## config.mk

```make
export PLATFORM = sky130hd
export DESIGN_NAME = c2dws_queue
export DESIGN_NICKNAME = d
export VERILOG_FILES = /design/src/rtl/conv2d_window_stream_core_assert.svh /design/src/rtl/c2dws_pkg.sv /design/src/rtl/c2dws_queue.sv
export SDC_FILE = /design/constraint.sdc
export NUM_CORES = 1
export LEC_CHECK = 0
export BUFFER_PORTS_ARGS = -buffer_cell sky130_fd_sc_hd__clkbuf_2
export CORE_UTILIZATION = 45
export CTS_CLUSTER_SIZE = 40
export DETAILED_ROUTE_END_ITERATION = 10
export GPL_ROUTABILITY_DRIVEN = 0
export GPL_TIMING_DRIVEN = 0
export SLEW_MARGIN = 15
export SYNTH_ARGS = -nofsm -noshare
export SYNTH_HDL_FRONTEND = slang
export SYNTH_SLANG_ARGS = --single-unit
```

## constraint.sdc

```tcl
create_clock -name clk_i -period 3.6 [get_ports clk_i]
set_input_delay 0.54 -clock clk_i [delete_from_list [all_inputs] [get_ports clk_i]]
set_output_delay 0.54 -clock clk_i [all_outputs]
set_load 0.03 [all_outputs]
```

## src/rtl/conv2d_window_stream_core_assert.svh

```systemverilog
// assertion macros for the conv2d window stream core
`ifndef CONV2D_WINDOW_STREAM_CORE_ASSERT_SVH
`define CONV2D_WINDOW_STREAM_CORE_ASSERT_SVH

`ifndef ASSERT_OFF
// property checked on clk_i, disabled while rst_ni is low
`define C2DWS_ASSERT(name, prop, msg) \
  name: assert property (@(posedge clk_i) disable iff (!rst_ni) prop) else $error(msg);
// condition that must never hold
`define C2DWS_ASSERT_NEVER(name, cond, msg) \
  name: assert property (@(posedge clk_i) disable iff (!rst_ni) !(cond)) else $error(msg);
`else
`define C2DWS_ASSERT(name, prop, msg)
`define C2DWS_ASSERT_NEVER(name, cond, msg)
`endif

`endif

```

## src/rtl/c2dws_pkg.sv

```systemverilog
package c2dws_pkg;

  // kernel geometry is fixed by the coefficient register layout
  localparam int KSIZE = 3;
  localparam int NTAPS = KSIZE * KSIZE;
  localparam int PAD   = KSIZE - 1 - KSIZE / 2;

  localparam int DEF_MAX_WIDTH  = 1024;
  localparam int DEF_MAX_HEIGHT = 1024;
  localparam int QDEPTH         = 4;

  localparam int PIX_W  = 16;
  localparam int PROD_W = 32;
  localparam int SUM_W  = 36;
  localparam int IDX_W  = 10;
  localparam int SIZE_W = 11;
  localparam int DATA_W = 64;
  localparam int ADDR_W = 6;

  localparam logic [2:0] REG_EDGE_MODE = 3'd0;
  localparam logic [2:0] REG_WIDTH     = 3'd1;
  localparam logic [2:0] REG_HEIGHT    = 3'd2;
  localparam logic [2:0] REG_COEF0     = 3'd3;
  localparam logic [2:0] REG_COEF1     = 3'd4;
  localparam logic [2:0] REG_COEF2     = 3'd5;

  localparam logic [PIX_W-1:0] COEF_ONE = 16'h0100;

  typedef struct packed {
    logic                        edge_mode;
    logic [SIZE_W-1:0]           image_width;
    logic [SIZE_W-1:0]           image_height;
    logic [NTAPS-1:0][PIX_W-1:0] coef;
  } cfg_t;

  typedef struct packed {
    logic             emit0;
    logic             emit1;
    logic             last0;
    logic             last1;
    logic [IDX_W-1:0] row;
    logic [IDX_W-1:0] col0;
    logic [IDX_W-1:0] col1;
  } res_meta_t;

  typedef struct packed {
    logic [PIX_W-1:0] pix;
    logic [NTAPS-1:0] mask0;
    logic [NTAPS-1:0] mask1;
    res_meta_t        meta;
  } task_t;

  localparam int TASK_W = $bits(task_t);

endpackage

```

## src/rtl/c2dws_queue.sv

```systemverilog
module c2dws_queue
  import c2dws_pkg::*;
#(
  parameter int WIDTH = TASK_W,
  parameter int DEPTH = QDEPTH
) (
  input  logic             clk_i,
  input  logic             rst_ni,
  input  logic             push_i,
  input  logic [WIDTH-1:0] wdata_i,
  output logic             full_o,
  input  logic             pop_i,
  output logic             empty_o,
  output logic [WIDTH-1:0] rdata_o
);

  localparam int PW = $clog2(DEPTH);

  logic [WIDTH-1:0] slot_q [DEPTH];
  logic [PW-1:0]    wptr_q, rptr_q;
  logic [PW:0]      cnt_q;

  assign full_o  = cnt_q == (PW+1)'(DEPTH);
  assign empty_o = cnt_q == '0;
  assign rdata_o = slot_q[rptr_q];

  always_ff @(posedge clk_i) begin
    if (push_i) begin
      slot_q[wptr_q] <= wdata_i;
    end
  end

  always_ff @(posedge clk_i or negedge rst_ni) begin
    if (!rst_ni) begin
      wptr_q <= '0;
      rptr_q <= '0;
      cnt_q  <= '0;
    end else begin
      if (push_i) begin
        wptr_q <= (wptr_q == PW'(DEPTH - 1)) ? '0 : wptr_q + 1'b1;
      end
      if (pop_i) begin
        rptr_q <= (rptr_q == PW'(DEPTH - 1)) ? '0 : rptr_q + 1'b1;
      end
      if (push_i && !pop_i) begin
        cnt_q <= cnt_q + 1'b1;
      end else if (pop_i && !push_i) begin
        cnt_q <= cnt_q - 1'b1;
      end
    end
  end

endmodule

```

==> key figures <==
Global route
  – Antenna violations before repair: 1
  – Largest net degree at the start of global routing: 45
  – Remaining Overflow, GRT: 0
  – Total GRT Usage: 16.0%
  – Vias in the first global route: 5,098
  – First-pass GRT wire length: 28,300 um

Clocking
  – CTS HTree Levels: 1
  – Num CTS Buffers: 29
  – TritonCTS Sinks: 279
  – CTS tree: built
  – Register clock-pin slew on the reported worst setup and hold paths: 0.06 ns
  – Root buffer cell: clkbuf_16
  – Clock Tree Buf Depth: 3
  – Skew-Pair Late Insertion Delay: 0.52 ns

Floorplan
  – Io pins: 142
  – Die W: 153 um
  – Starting Density: 45.7%
  – Die area: 23,500 um^2
  – Rows: 55
  – Die H: 153 um
  – Core ar.: 22,600 um^2

Route
  – Vias: 4,605
  – DRC: 0
  – Wire length per cell: 20.9 um
  – Final ANT Viol Nets: 0
  – Drt pass-1 iters: 4
  – Vias per inst: 5.26
  – Initial drt markers: 263
  – Total Wirelength: 18,400 um

Timing
  – Worst Tran Pin Value: 0.593 ns
  – Min cycle time layout: 2.74 ns
  – Final Skew: 0.00596 ns
  – Max transition margin: 60.5%
  – RSZ-0062 raised after global routing: false
  – Final worst path period share: 76.2%
  – Fmax: 365 MHz
  – Final Slew Violations: 0
  – Final setup vio count: 0
  – Endpoints failing hold: 0

Setup path
  – Crit path required time: 3.06 ns
  – Crit start category: register
  – Endpoint class of the critical path: output pin
  – Worst Setup Path Type: register to output pin
  – CP Data Arrival Time: 2.20 ns
  – Worst Path Max Fanout: 10

Logic synthesis
  – Top_reg_cell synth: edfxtp_1
  – Area of the mapped netlist: 10,300 um^2
  – Synth top area share: 79.3%
  – Synth area leader: edfxtp_1
  – Post-synth top cells: edfxtp_1, mux4_2, buf_12, buf_2, dfrtp_1
  – Post-synth EDFFs: 272
  – Cells after synthesis: 393
  – Warnings, synthesis: 0
  – #FFs+latches synth: 279
  – Mapped Nets: 472
  – Netlist cell types: 19
  – Area contributors post-synth: edfxtp_1, mux4_2, dfrtp_1, buf_12, ha_1
  – Syn Area/Cell: 26.2 um^2
  – Asr flop ratio synth: 2.51%
  – Sequential area share after synthesis: 81.0%
  – Top-count cell post-synth: edfxtp_1

Placement
  – Port bufs: 141
  – Placed insts: 823
  – DP HPWL: 11,200 um

Run status
  – Status: completed

Power and ir drop
  – Worst VDD drop: 467 uV
  – Pleak: 0.00429 uW
  – Total power: 10,700 uW
  – PwrDens: 864 nW/um^2

Cells and area
  – Number of fillers in the final layout: 1,782
  – Layout cell share with drive strength beyond 1: 45.7%
  – Layout Nets: 649
  – Fin cells: 876
  – ANT cells: 0
  – Area grow syn2layout: 19.8%

Worst hold path
  – Worst hold path type: input pin to register

Flow run
  – MaxCap Viol Count: 0
[sequential cells by signal (all words and copies together), names as in the netlist]
signal	count
rptr_q	2
cnt_q	3
wptr_q	2
slot_q	272
[cell usage in the layout, fill, tap and decap left out, drive strengths merged, types with 2 or more instances in the layout]
cell and instances:
and2 4, buf 20, clkbuf 185, clkinv 7
dfrtp 7, edfxtp 272, ha 6, inv 4
mux2 3, mux4 68, nand2 2, nor2 3
o21ai 2, xor2 2
[critical path, cell delays in order, from the launching register on]
cell	delay (ns)
dfrtp_1	0.34
buf_2	0.21
buf_2	0.32
buf_4	0.27
mux4_2	0.33
clkbuf_2	0.21
[layout make-up]
type	instances	area [um^2]	share of cell area, %
clock inverter	8	60.1	0.487
clock buffer	44	792	6.42
buffer	16	194	1.57
inverter	4	15.0	0.122
multi-input combinational	94	1760	14.3
tap	285	357	2.89
sequential	279	8340	67.6
timing repair buffer	146	818	6.63
[cell families after synthesis]
kind of cell,after synthesis,share of synthesized area (%)
buf+inv,20,2.03
fa+ha+maj,7,0.923
simple gates,11,0.546
flops,279,81.0
compound gates,2,0.0971
xor+xnor,3,0.255
mux,71,15.2
[report_power, final]
part           switching, uW  internal [uW]
registers                125           4160
clock network           1100           1570
logic                   2280           1420
[metal layers]
layer | share of wire [%] | vias up | global-route usage (%) | wire, um
met5 | 0.082 | - | 0 | 15
met4 | 1.8 | 2 | 4.67 | 333
met2 | 51 | 118 | 27.5 | 9370
met3 | 5.6 | 32 | 3.60 | 1030
met1 | 41 | 2410 | 20.5 | 7610
li1 | - | 2043 | - | -
[final timing paths]
path	slack, ns	depth (start not counted)	to	start
min	0.23	1	slot_q[2][5]$_DFFE_PP_	wdata_i[5]
max	0.86	5	rdata_o[47]	rptr_q[1]$_DFFE_PN0P_
min in group asynchronous	0.39	2	cnt_q[2]$_DFFE_PN0P_	rst_ni
min reg2reg	0.52	1	cnt_q[2]$_DFFE_PN0P_	cnt_q[2]$_DFFE_PN0P_
max in group asynchronous	3.03	2	cnt_q[0]$_DFFE_PN0P_	rst_ni
max reg2reg	1.74	4	slot_q[0][47]$_DFFE_PP_	wptr_q[0]$_DFFE_PN0P_
[per-stage QoR]
stage	TNS (ns)	hold WS, ns	util, %	setup slack, ns	cell area (um^2)
final	0	0.234	54.7	0.857	12300
after global routing	0	0.208	54.7	0.713	12300
after CTS	0	0.202	54.7	0.786	12300
after detailed placement	0	0.399	50.9	1.36	11500
after global placement	-149.34	0.383	50.4	-0.580	11400
after floorplan	0	0.244	-	0.948	10300
[repair_timing]
action | 4_1_cts | 5_1_grt
endpoints found under the setup margin | 0 | 0
gates resized for setup | 0 | 0
hold buffers | 1 | 0
buffers inserted | 0 | 0
endpoints found under the hold margin | 7 | 0
(Power assumes the default switching activity.)
