`config.mk`:
```
export PLATFORM = sky130hd
export DESIGN_NAME = c2dws_front_flat
export DESIGN_NICKNAME = d
export VERILOG_FILES = /design/src/rtl/conv2d_window_stream_core_assert.svh /design/src/rtl/c2dws_pkg.sv /design/src/rtl/c2dws_if.sv /design/src/rtl/c2dws_front.sv /design/src/flat_wrapper.sv
export SDC_FILE = /design/constraint.sdc
export NUM_CORES = 1
export LEC_CHECK = 0
export BUFFER_PORTS_ARGS = -buffer_cell sky130_fd_sc_hd__buf_2
export CAP_MARGIN = 5
export CORE_UTILIZATION = 30
export CTS_BUF_LIST = sky130_fd_sc_hd__clkbuf_16
export CTS_CLUSTER_SIZE = 8
export DETAILED_ROUTE_END_ITERATION = 12
export PLACE_DENSITY = 0.55
export RECOVER_POWER = 50
export SKIP_CTS_REPAIR_TIMING = 1
export SLEW_MARGIN = 15
export SYNTH_ARGS = -nofsm -noshare
export SYNTH_HDL_FRONTEND = slang
export SYNTH_SLANG_ARGS = --single-unit
```
`constraint.sdc`:
```
create_clock -name clk_i -period 5.8 [get_ports clk_i]
set_clock_uncertainty 0.05 [all_clocks]
set_input_delay 0.58 -clock clk_i [delete_from_list [all_inputs] [get_ports clk_i]]
set_output_delay 0.58 -clock clk_i [all_outputs]
set_load 0.01 [all_outputs]
```
`src/rtl/conv2d_window_stream_core_assert.svh`:
```
// assertion macros for the conv2d window stream core
`ifndef CONV2D_WINDOW_STREAM_CORE_ASSERT_SVH
`define CONV2D_WINDOW_STREAM_CORE_ASSERT_SVH

`ifndef ASSERT_OFF
// property checked on clk_i, disabled while rst_ni is low
`define C2DWS_ASSERT(name, prop, msg) \
  name: assert property (@(posedge clk_i) disable iff (!rst_ni) prop) else $error(msg);
// condition that must never hold
`define C2DWS_ASSERT_NEVER(name, cond, msg) \
  name: assert property (@(posedge clk_i) disable iff (!rst_ni) !(cond)) else $error(msg);
`else
`define C2DWS_ASSERT(name, prop, msg)
`define C2DWS_ASSERT_NEVER(name, cond, msg)
`endif

`endif

```
`src/rtl/c2dws_pkg.sv`:
```
package c2dws_pkg;

  // kernel geometry is fixed by the coefficient register layout
  localparam int KSIZE = 3;
  localparam int NTAPS = KSIZE * KSIZE;
  localparam int PAD   = KSIZE - 1 - KSIZE / 2;

  localparam int DEF_MAX_WIDTH  = 1024;
  localparam int DEF_MAX_HEIGHT = 1024;
  localparam int QDEPTH         = 4;

  localparam int PIX_W  = 16;
  localparam int PROD_W = 32;
  localparam int SUM_W  = 36;
  localparam int IDX_W  = 10;
  localparam int SIZE_W = 11;
  localparam int DATA_W = 64;
  localparam int ADDR_W = 6;

  localparam logic [2:0] REG_EDGE_MODE = 3'd0;
  localparam logic [2:0] REG_WIDTH     = 3'd1;
  localparam logic [2:0] REG_HEIGHT    = 3'd2;
  localparam logic [2:0] REG_COEF0     = 3'd3;
  localparam logic [2:0] REG_COEF1     = 3'd4;
  localparam logic [2:0] REG_COEF2     = 3'd5;

  localparam logic [PIX_W-1:0] COEF_ONE = 16'h0100;

  typedef struct packed {
    logic                        edge_mode;
    logic [SIZE_W-1:0]           image_width;
    logic [SIZE_W-1:0]           image_height;
    logic [NTAPS-1:0][PIX_W-1:0] coef;
  } cfg_t;

  typedef struct packed {
    logic             emit0;
    logic             emit1;
    logic             last0;
    logic             last1;
    logic [IDX_W-1:0] row;
    logic [IDX_W-1:0] col0;
    logic [IDX_W-1:0] col1;
  } res_meta_t;

  typedef struct packed {
    logic [PIX_W-1:0] pix;
    logic [NTAPS-1:0] mask0;
    logic [NTAPS-1:0] mask1;
    res_meta_t        meta;
  } task_t;

  localparam int TASK_W = $bits(task_t);

endpackage

```
`src/rtl/c2dws_if.sv`:
```
interface c2dws_in_if;
  import c2dws_pkg::*;
  logic                    valid;
  logic                    ready;
  logic                    cmd;
  logic signed [PIX_W-1:0] pixel;
  modport source (output valid, output cmd, output pixel, input ready);
  modport sink (input valid, input cmd, input pixel, output ready);
endinterface


```
`src/rtl/c2dws_front.sv`:
```
module c2dws_front
  import c2dws_pkg::*;
#(
  parameter int MAX_WIDTH  = DEF_MAX_WIDTH,
  parameter int MAX_HEIGHT = DEF_MAX_HEIGHT,
  localparam int AW = $clog2(MAX_WIDTH),
  localparam int RW = $clog2(MAX_HEIGHT + 1)
) (
  input  logic            clk_i,
  input  logic            rst_ni,
  input  cfg_t            cfg_i,
  c2dws_in_if.sink        in_i,
  input  logic            full_i,
  output logic            push_o,
  output logic [AW-1:0]   addr_o,
  output task_t           task_o
);

  localparam int CNT_W = (RW > AW) ? RW : AW;
  localparam int SW    = ((CNT_W > SIZE_W) ? CNT_W : SIZE_W) + 2;
  localparam logic signed [SW-1:0] MAXW_S = SW'(MAX_WIDTH);
  localparam logic signed [SW-1:0] MAXH_S = SW'(MAX_HEIGHT);

  logic [RW-1:0] row_q, row_d;
  logic [AW-1:0] col_q, col_d;
  logic signed [SW-1:0] iw_s, ih_s, w_s, h_s, r_s, c_s, last_row;
  logic eor, eof;
  logic [KSIZE-1:0] rowok, colok0, colok1;

  assign in_i.ready = !full_i;
  assign push_o     = in_i.valid && !full_i;
  assign addr_o     = col_q;

  always_comb begin
    iw_s = $signed(SW'(cfg_i.image_width));
    ih_s = $signed(SW'(cfg_i.image_height));
    // out-of-range sizes clamp to one and to the maximum
    if (iw_s == '0) begin
      w_s = SW'(1);
    end else if (iw_s > MAXW_S) begin
      w_s = MAXW_S;
    end else begin
      w_s = iw_s;
    end
    if (ih_s == '0) begin
      h_s = SW'(1);
    end else if (ih_s > MAXH_S) begin
      h_s = MAXH_S;
    end else begin
      h_s = ih_s;
    end
    r_s = $signed(SW'(row_q));
    c_s = $signed(SW'(col_q));
    eor = c_s >= (w_s - 1);
    last_row = cfg_i.edge_mode ? SW'(h_s - 1 + PAD) : SW'(h_s - 1);
    eof = eor && (r_s >= last_row);

    // taps outside the image are masked
    for (int k = 0; k < KSIZE; k++) begin
      rowok[k]  = (r_s - (KSIZE - 1) + k >= 0) && (r_s - (KSIZE - 1) + k < h_s);
      colok0[k] = (c_s - (KSIZE - 1) + k >= 0) && (c_s - (KSIZE - 1) + k < w_s);
      colok1[k] = (k + PAD < KSIZE) && (c_s - (KSIZE - 1) + PAD + k >= 0) &&
                  (c_s - (KSIZE - 1) + PAD + k < w_s);
    end
    for (int kr = 0; kr < KSIZE; kr++) begin
      for (int kc = 0; kc < KSIZE; kc++) begin
        task_o.mask0[kr*KSIZE+kc] = rowok[kr] && colok0[kc];
        task_o.mask1[kr*KSIZE+kc] = rowok[kr] && colok1[kc];
      end
    end

    task_o.pix = in_i.cmd ? '0 : in_i.pixel;
    task_o.meta.col1 = IDX_W'(c_s);
    if (!cfg_i.edge_mode) begin
      task_o.meta.emit0 = (r_s >= KSIZE - 1) && (c_s >= KSIZE - 1);
      task_o.meta.emit1 = 1'b0;
      task_o.meta.last0 = eof;
      task_o.meta.last1 = 1'b0;
      task_o.meta.row   = IDX_W'(r_s - (KSIZE - 1));
      task_o.meta.col0  = IDX_W'(c_s - (KSIZE - 1));
    end else begin
      task_o.meta.emit0 = (r_s >= PAD) && (c_s >= PAD);
      task_o.meta.emit1 = (r_s >= PAD) && eor;
      task_o.meta.last0 = 1'b0;
      task_o.meta.last1 = eof;
      task_o.meta.row   = IDX_W'(r_s - PAD);
      task_o.meta.col0  = IDX_W'(c_s - PAD);
    end

    row_d = row_q;
    col_d = col_q;
    if (push_o) begin
      if (eor) begin
        col_d = '0;
        row_d = (r_s >= last_row) ? '0 : row_q + 1'b1;
      end else begin
        col_d = col_q + 1'b1;
      end
    end
  end

  always_ff @(posedge clk_i or negedge rst_ni) begin
    if (!rst_ni) begin
      row_q <= '0;
      col_q <= '0;
    end else begin
      row_q <= row_d;
      col_q <= col_d;
    end
  end

endmodule

```
`src/flat_wrapper.sv`:
```
// flat-port wrapper written by rule: the top's interface ports become plain ports
module c2dws_front_flat import c2dws_pkg::*;
#(
  parameter int MAX_WIDTH  = DEF_MAX_WIDTH,
  parameter int MAX_HEIGHT = DEF_MAX_HEIGHT,
  localparam int AW = $clog2(MAX_WIDTH),
  localparam int RW = $clog2(MAX_HEIGHT + 1)
)
  (clk_i, rst_ni, cfg_i, full_i, push_o, addr_o, task_o, in_i_valid, in_i_cmd, in_i_pixel, in_i_ready);
  c2dws_in_if in_i_i ();
  input  logic clk_i;
  input  logic rst_ni;
  input  cfg_t cfg_i;
  input  logic full_i;
  output logic push_o;
  output logic [AW-1:0] addr_o;
  output task_t task_o;
  input wire logic [$bits(in_i_i.valid)-1:0] in_i_valid;
  input wire logic [$bits(in_i_i.cmd)-1:0] in_i_cmd;
  input wire logic [$bits(in_i_i.pixel)-1:0] in_i_pixel;
  output wire logic [$bits(in_i_i.ready)-1:0] in_i_ready;
  assign in_i_i.valid = in_i_valid;
  assign in_i_i.cmd = in_i_cmd;
  assign in_i_i.pixel = in_i_pixel;
  assign in_i_ready = in_i_i.ready;
  c2dws_front #(.MAX_WIDTH(MAX_WIDTH), .MAX_HEIGHT(MAX_HEIGHT)) u_core (.clk_i(clk_i), .rst_ni(rst_ni), .cfg_i(cfg_i), .in_i(in_i_i), .full_i(full_i), .push_o(push_o), .addr_o(addr_o), .task_o(task_o));
endmodule
```
==> qor.csv, run 1 <==
stage,metric,value,unit
route,WL/cell,16.8,um
cells_and_area,Final Instance Area,7930,um2
route,final wirelength,22.3,mm
power_and_ir_drop,Power Internal,0.00136,W
yosys,post-synthesis adder-cell area fraction,23.8,%
power_and_ir_drop,Pwr Density,389,nW/um2
sta,final hold violations,0,
yosys,average size of a mapped cell,7.24,um2
yosys,Post-synth top flop,dfrtp_1,
setup_path,CP Capture Type,output pin,
setup_path,WP data arrival,5.00,ns
yosys,"Seq/Total Area, Yosys",7.69,%
global_route,initial antenna violation count,0,
sta,Final setup viols,0,
cells_and_area,fin util,35.9,%
setup_path,CP max FO,7,
cells_and_area,"Net count, final",1369,
power_and_ir_drop,worst vdd ir,0.184,mV
yosys,Synth warnings,0,
placement,gpl congestion,0.882,
power_and_ir_drop,switching power,0.00172,W
yosys,Mapped Area,6830,um2
die,Die Ht,153,um
yosys,Syn Inst Count,943,
route,drt initial violations,449,
clock_tree,Max clock buf depth,2,
die,Site Rows,54,
sta,actual slew at the worst max-slew pin,1.20,ns
route,Post-DRT Antenna Nets,0,
placement,"Cell Area, Placed",7800,um2
power_and_ir_drop,Sw Ratio,55.9,%
sta,Hold WS,0.503,ns
yosys,Async SR Flop Fraction,100,%
cells_and_area,Fill cells,2386,
global_route,number of global-route vias before repair,6789,
clock_tree,CTS Buf Count,3,
route,remaining routing DRC violations,0,
global_route,largest net degree at the start of global routing,24,
sta,setup TNS,0,ns
global_route,total track usage,18.7,%
yosys,Synth Area in XOR/XNOR,12.6,%
hold_path,Min-Delay Path Class,in2async,
die,die extent in x,153,um
sta,max frequency,178,MHz
cells_and_area,most frequent cells in the layout,"ha_1 (130), nand2_1 (106), buf_2 (92)",
clock_tree,CTS sink cnt,21,
yosys,Post-synth EDFFs,0,
clock_tree,H-Tree Depth,1,
placement,DPL Wire Length,18.2,mm
setup_path,Critical Path RT,5.17,ns
run_status,status,"finished, final reports clean",
yosys,Synth Area in Simple Gates,29.4,%
sta,Slew HR,20.3,%
yosys,largest family of logic cells by synthesized area,simple AND/OR/NAND/NOR gates,
route,TritonRoute pass-1 iters,5,
sta,min Tclk post-route,5.63,ns
power_and_ir_drop,power share of the clock group,4.8,%
clock_tree,Clock Tree Root,clkbuf_16,
route,Vias/cell,5.40,
setup_path,CP Launch Type,flip-flop,
die,initial core utilization,30.9,%
cells_and_area,"most common cell after layout, fill and taps aside",ha_1,
yosys,Yosys cell types,66,
clock_tree,Skew-Pair Late Insertion Delay,0.25,ns
power_and_ir_drop,leakage,3.60,nW
cells_and_area,share of cells above drive strength 1,16.0,%
power_and_ir_drop,Gate power share,88.5,%
die,Top Ports,268,
setup_path,Setup CP Type,reg2out,
route,via count,7177,
yosys,Seq cells post-synth,21,
clock_tree,clock slew at reported path FFs,0.06,ns
global_route,total gr overflow,0,
job,Max-Cap Viols,0,
sta,Tcrit/Tclk final,97.1,%
power_and_ir_drop,Sequential Power Share,6.7,%
clock_tree,CTS tree,built,
yosys,Compound-Gate Fraction of Synth Area,18.0,%
die,die footprint,23400,um2
cells_and_area,n_diodes,0,
cells_and_area,synth-to-layout area growth,16.0,%
sta,RSZ-0062 raised after global routing,true,
placement,number of I/O port buffers,120,
die,Placeable Area,22100,um2
yosys,multiplexer share of the synthesized area,1.79,%
sta,max-slew violation count,0,
global_route,global-route wire length before repair,36.0,mm
metrics by stage:
step / power (W) / worst slack (ns) / cells
global placement: 0.00285 / 0.236 / 1326
floorplan: 0.00208 / 0.225 / 945
CTS: 0.00305 / -0.105 / 1330
detailed placement: 0.00288 / 0.193 / 1326
finish: 0.00308 / 0.166 / 1330
global route: 0.00344 / -0.0268 / 1330
power groups by stage:
stage	sequential, W	combinational [W]	clock (W)
CTS	0.000206	0.00269	0.000149
detailed placement	0.000208	0.00268	0
global route	0.000213	0.00307	0.000157
floorplan	0.000220	0.00186	0
finish	0.000207	0.00272	0.000149
global placement	0.000209	0.00264	0
registers in the layout, indices dropped and copies added, names as in the netlist:
| signal | flops |
|---|---|
| u_core.row_q | 11 |
| u_core.addr_o | 10 |
cell type report:
class | instances | area, um2 | share of cell area [%]
multi-input combinational | 825 | 5960 | 75.2
timing repair buffer | 162 | 866 | 10.9
sequential | 21 | 527 | 6.65
tap | 280 | 350 | 4.42
inverter | 38 | 143 | 1.80
clock buffer | 3 | 75.1 | 0.947
clock inverter | 1 | 5.00 | 0.0631
worst max-delay path, cell delays in order (launching register included):
cell and delay (ns):
dfrtp_2 0.47, or4_1 0.60, nor2_1 0.17, o21ai_0 0.13
a211o_1 0.36, nor2_2 0.16, and3_2 0.25, nand2_1 0.09
ha_1 0.28, and3_1 0.14, nand3_1 0.14, or4_1 0.48
or4_1 0.47, o41ai_4 0.42, o2111ai_4 0.23, nor3_1 0.19
buf_2 0.16
layer usage:
layer,up-vias,part of all wire (%),GRT usage (%)
met5,-,0,0
met4,0,2.1,4.09
met3,22,3.1,0.794
met2,169,48,33.0
met1,3402,47,25.1
li1,3584,-,-
synth_stat cells, types with 30 or more instances:
master    instances  area (um2)
ha_1            130        1630
nand2_1         106         398
nor2_1           74         278
xnor2_1          65         569
o21ai_0          57         285
nand3_1          42         210
inv_1            36         135
a21oi_1          35         175
clkbuf_1         33         124
nor2b_1          33         206
xor2_1           33         289
nor3_1           30         150
cell families after synthesis:
group / count (synthesis)
adder cells (fa/ha/maj): 130
AO/OA/AOI/OAI: 186
multiplexers: 12
XOR/XNOR: 98
other: 1
flip-flops: 21
AND/OR/NAND/NOR: 396
buffers and inverters: 99
worst paths after layout:
check	startpoint	to	slack (ns)	depth (start not counted)
setup / recovery	u_core.row_q[2]	task_o[48]	0.17	16
max in group asynchronous	rst_ni	u_core.row_q[2]	4.40	1
setup reg to reg	u_core.addr_o[0]	u_core.row_q[8]	1.86	14
hold reg to reg	u_core.row_q[10]	u_core.row_q[10]	0.58	1
min in group clk_i	u_core.row_q[10]	u_core.row_q[10]	0.58	1
hold / removal	rst_ni	u_core.row_q[8]	0.50	1
No activity file was read; power rests on OpenSTA's default activity.
==> run 2: changes to the inputs <==
--- a/config.mk
+++ b/config.mk
@@ -11,7 +11,7 @@
 export CTS_BUF_LIST = sky130_fd_sc_hd__clkbuf_16
 export CTS_CLUSTER_SIZE = 8
 export DETAILED_ROUTE_END_ITERATION = 12
-export PLACE_DENSITY = 0.55
+export PLACE_DENSITY = 0.6
 export RECOVER_POWER = 50
 export SKIP_CTS_REPAIR_TIMING = 1
 export SLEW_MARGIN = 15
==> qor.csv, run 2 (synthesis gave the netlist of run 1 again) <==
stage,metric,value,unit,change
placement,gpl congestion,0.884,,+0.22%
hold_path,Min-Delay Path Class,in2async,,
route,WL/cell,16.1,um,-4.1%
setup_path,Setup CP Type,reg2out,,
setup_path,worst r2r src,u_core.addr_o[0],,
cells_and_area,Largest register FFs,11,,unchanged
setup_path,crit path max-delay cell type,or4_1,,
cells_and_area,"most common cell after layout, fill and taps aside",ha_1,,
sta,final hold violations,0,,unchanged
setup_path,flop2flop setup slack,1.87,ns,about the same
sta,Final setup viols,0,,unchanged
route,via count,7174,,-0.042%
global_route,total gr overflow,0,,unchanged
placement,number of I/O port buffers,120,,unchanged
placement,DPL Wire Length,17.6,mm,-3.1%
setup_path,CP top delay family,simple AND/OR/NAND/NOR gates,,
die,initial core utilization,30.9,%,unchanged
sta,max frequency,181,MHz,+1.8%
global_route,largest net degree at the start of global routing,24,,unchanged
clock_tree,Max clock buf depth,2,,unchanged
power_and_ir_drop,total power,0.00310,W,+0.51%
run_status,status,"finished, final reports clean",,
clock_tree,CTS Buf Count,3,,unchanged
setup_path,CP Launch Type,flip-flop,,
setup_path,crit path launch,u_core.row_q[2],,
clock_tree,H-Tree Depth,1,,unchanged
clock_tree,CTS sink cnt,21,,unchanged
route,final wirelength,21.4,mm,-3.9%
cells_and_area,fin util,35.9,%,unchanged
cells_and_area,"Net count, final",1371,,+0.15%
setup_path,worst r2r dst,u_core.row_q[8],,
clock_tree,Clock Tree Root,clkbuf_16,,
sta,actual slew at the worst max-slew pin,1.17,ns,-0.0224 ns
placement,Placement Setup Slack,0.122,ns,-0.0704 ns
placement,"Cell Area, Placed",7790,um2,about the same
sta,Tcrit/Tclk final,95.4,%,-1.7 points
cells_and_area,register bank with the most flops,u_core.row_q,,
cells_and_area,share of cells above drive strength 1,15.4,%,-0.60 points
setup_path,Critical Path RT,5.17,ns,about the same
route,remaining routing DRC violations,0,,unchanged
setup_path,crit-path max cell delay,0.60,ns,about the same
clock_tree,clock slew at reported path FFs,0.06,ns,about the same
die,Die Ht,153,um,unchanged
route,TritonRoute pass-1 iters,6,,+1
setup_path,worst-case reg-to-reg path depth,14,,unchanged
setup_path,CP max FO,7,,unchanged
clock_tree,Skew-Pair Late Insertion Delay,0.26,ns,about the same
die,Placeable Area,22100,um2,unchanged
cells_and_area,n_diodes,0,,unchanged
route,Vias/cell,5.39,,-0.19%
sta,Final Worst Setup Slack,0.267,ns,+0.101 ns
setup_path,most used cell along the critical path,or4_1,,
global_route,global-route wire length before repair,35.1,mm,-2.6%
global_route,initial antenna violation count,0,,unchanged
clock_tree,CTS tree,built,,
global_route,total track usage,18.2,%,-0.54 points
setup_path,crit-path cells,or4_1 > nor2_1 > o21ai_0 > a211o_1 > nor2_1 > and3_2 > nand2_1 > ha_1 > and3_1 > nand3_1 > or4_1 > or4_1 > o41ai_4 > o2111ai_4 > nor3_2 > buf_2,,
power_and_ir_drop,Pwr Density,390,nW/um2,+0.51%
setup_path,CP Capture Type,output pin,,
die,die extent in x,153,um,unchanged
sta,Slew HR,21.8,%,+1.5 points
route,Post-DRT Antenna Nets,0,,unchanged
sta,min Tclk post-route,5.53,ns,-0.101 ns
power_and_ir_drop,worst vdd ir,0.214,mV,+16%
cells_and_area,Fill cells,2364,,-0.92%
die,Top Ports,268,,unchanged
setup_path,WP buf/inv,1,,unchanged
job,Max-Cap Viols,0,,unchanged
power_and_ir_drop,leakage,3.60,nW,about the same
die,Site Rows,54,,unchanged
cells_and_area,synth-to-layout area growth,16.0,%,unchanged
die,die footprint,23400,um2,unchanged
cells_and_area,most frequent cells in the layout,"ha_1 (130), nand2_1 (106), buf_2 (92)",,
setup_path,WP data arrival,4.90,ns,-0.10 ns
sta,max-slew violation count,0,,unchanged
cells_and_area,Final Instance Area,7930,um2,unchanged
route,drt initial violations,470,,+4.7%
global_route,number of global-route vias before repair,6761,,-0.41%
==> run 2: changes by cell type in the layout (fill, tap and decap cells not counted) <==
cell and delta:
clkbuf_1 +5, buf_4 -3, a2111oi_1 -1, a2111oi_2 +1, and3_1 +1, and3_2 -1, clkinv_2 -1, inv_1 +1
nor2_1 +1, nor2_2 -1, nor3_1 +1, nor3_2 -1, nor4_2 -1, nor4_4 +1
==> run 2: per-layer routing <==
| metal | track usage [%] | part of all wire [%] |
|---|---|---|
| met4 | 3.61 | 1.0 |
| met2 | 32.1 | 49 |
| met3 | 0.794 | 3.8 |
| met1 | 24.5 | 46 |
| met5 | 0 | 0 |
==> run 2: layout make-up <==
class	instances	area (um2)	share of cell area, %
sequential	21	527	6.65
inverter	38	143	1.80
clock inverter	1	3.75	0.0474
multi-input combinational	825	5970	75.3
timing repair buffer	164	862	10.9
tap	280	350	4.42
clock buffer	3	75.1	0.947
==> run 2: worst register-to-register path: stages, from the launching register on <==
cell,delay (ns)
dfrtp_1,0.36
clkbuf_1,0.73
inv_1,0.34
ha_1,0.37
a21boi_0,0.18
o21a_1,0.14
o21a_1,0.11
o21a_1,0.11
o21ai_0,0.07
a31oi_1,0.22
o21ai_0,0.10
buf_4,0.17
or3_1,0.54
nand2b_1,0.21
o21ai_0,0.13
==> run 2: where the power goes <==
part           total [W]  internal, W  switching [W]  leakage, nW
clock network   0.000146    0.0000920      0.0000542       0.0423
registers       0.000214     0.000171      0.0000433        0.275
logic            0.00273      0.00111        0.00162         3.29
total            0.00310      0.00137        0.00172         3.60
==> run 2: worst max-delay path by stage <==
stage / end / slack (ns) / depth (start not counted)
after floorplan: task_o[35] / 0.23 / 19
after global placement: task_o[38] / 0.18 / 16
after detailed placement: task_o[38] / 0.12 / 18
after CTS: task_o[38] / -0.19 / 18
after global routing: task_o[37] / -0.03 / 16
final: task_o[47] / 0.27 / 16
==> run 2: stage by stage <==
step	hold WS, ns	setup TNS (ns)	instances
final	0.488	0	1332
after global routing	0.576	-0.0664	1332
after detailed placement	0.522	0	1325
after global placement	0.518	0	1325
after CTS	0.243	-0.642	1329
after floorplan	0.234	0	945
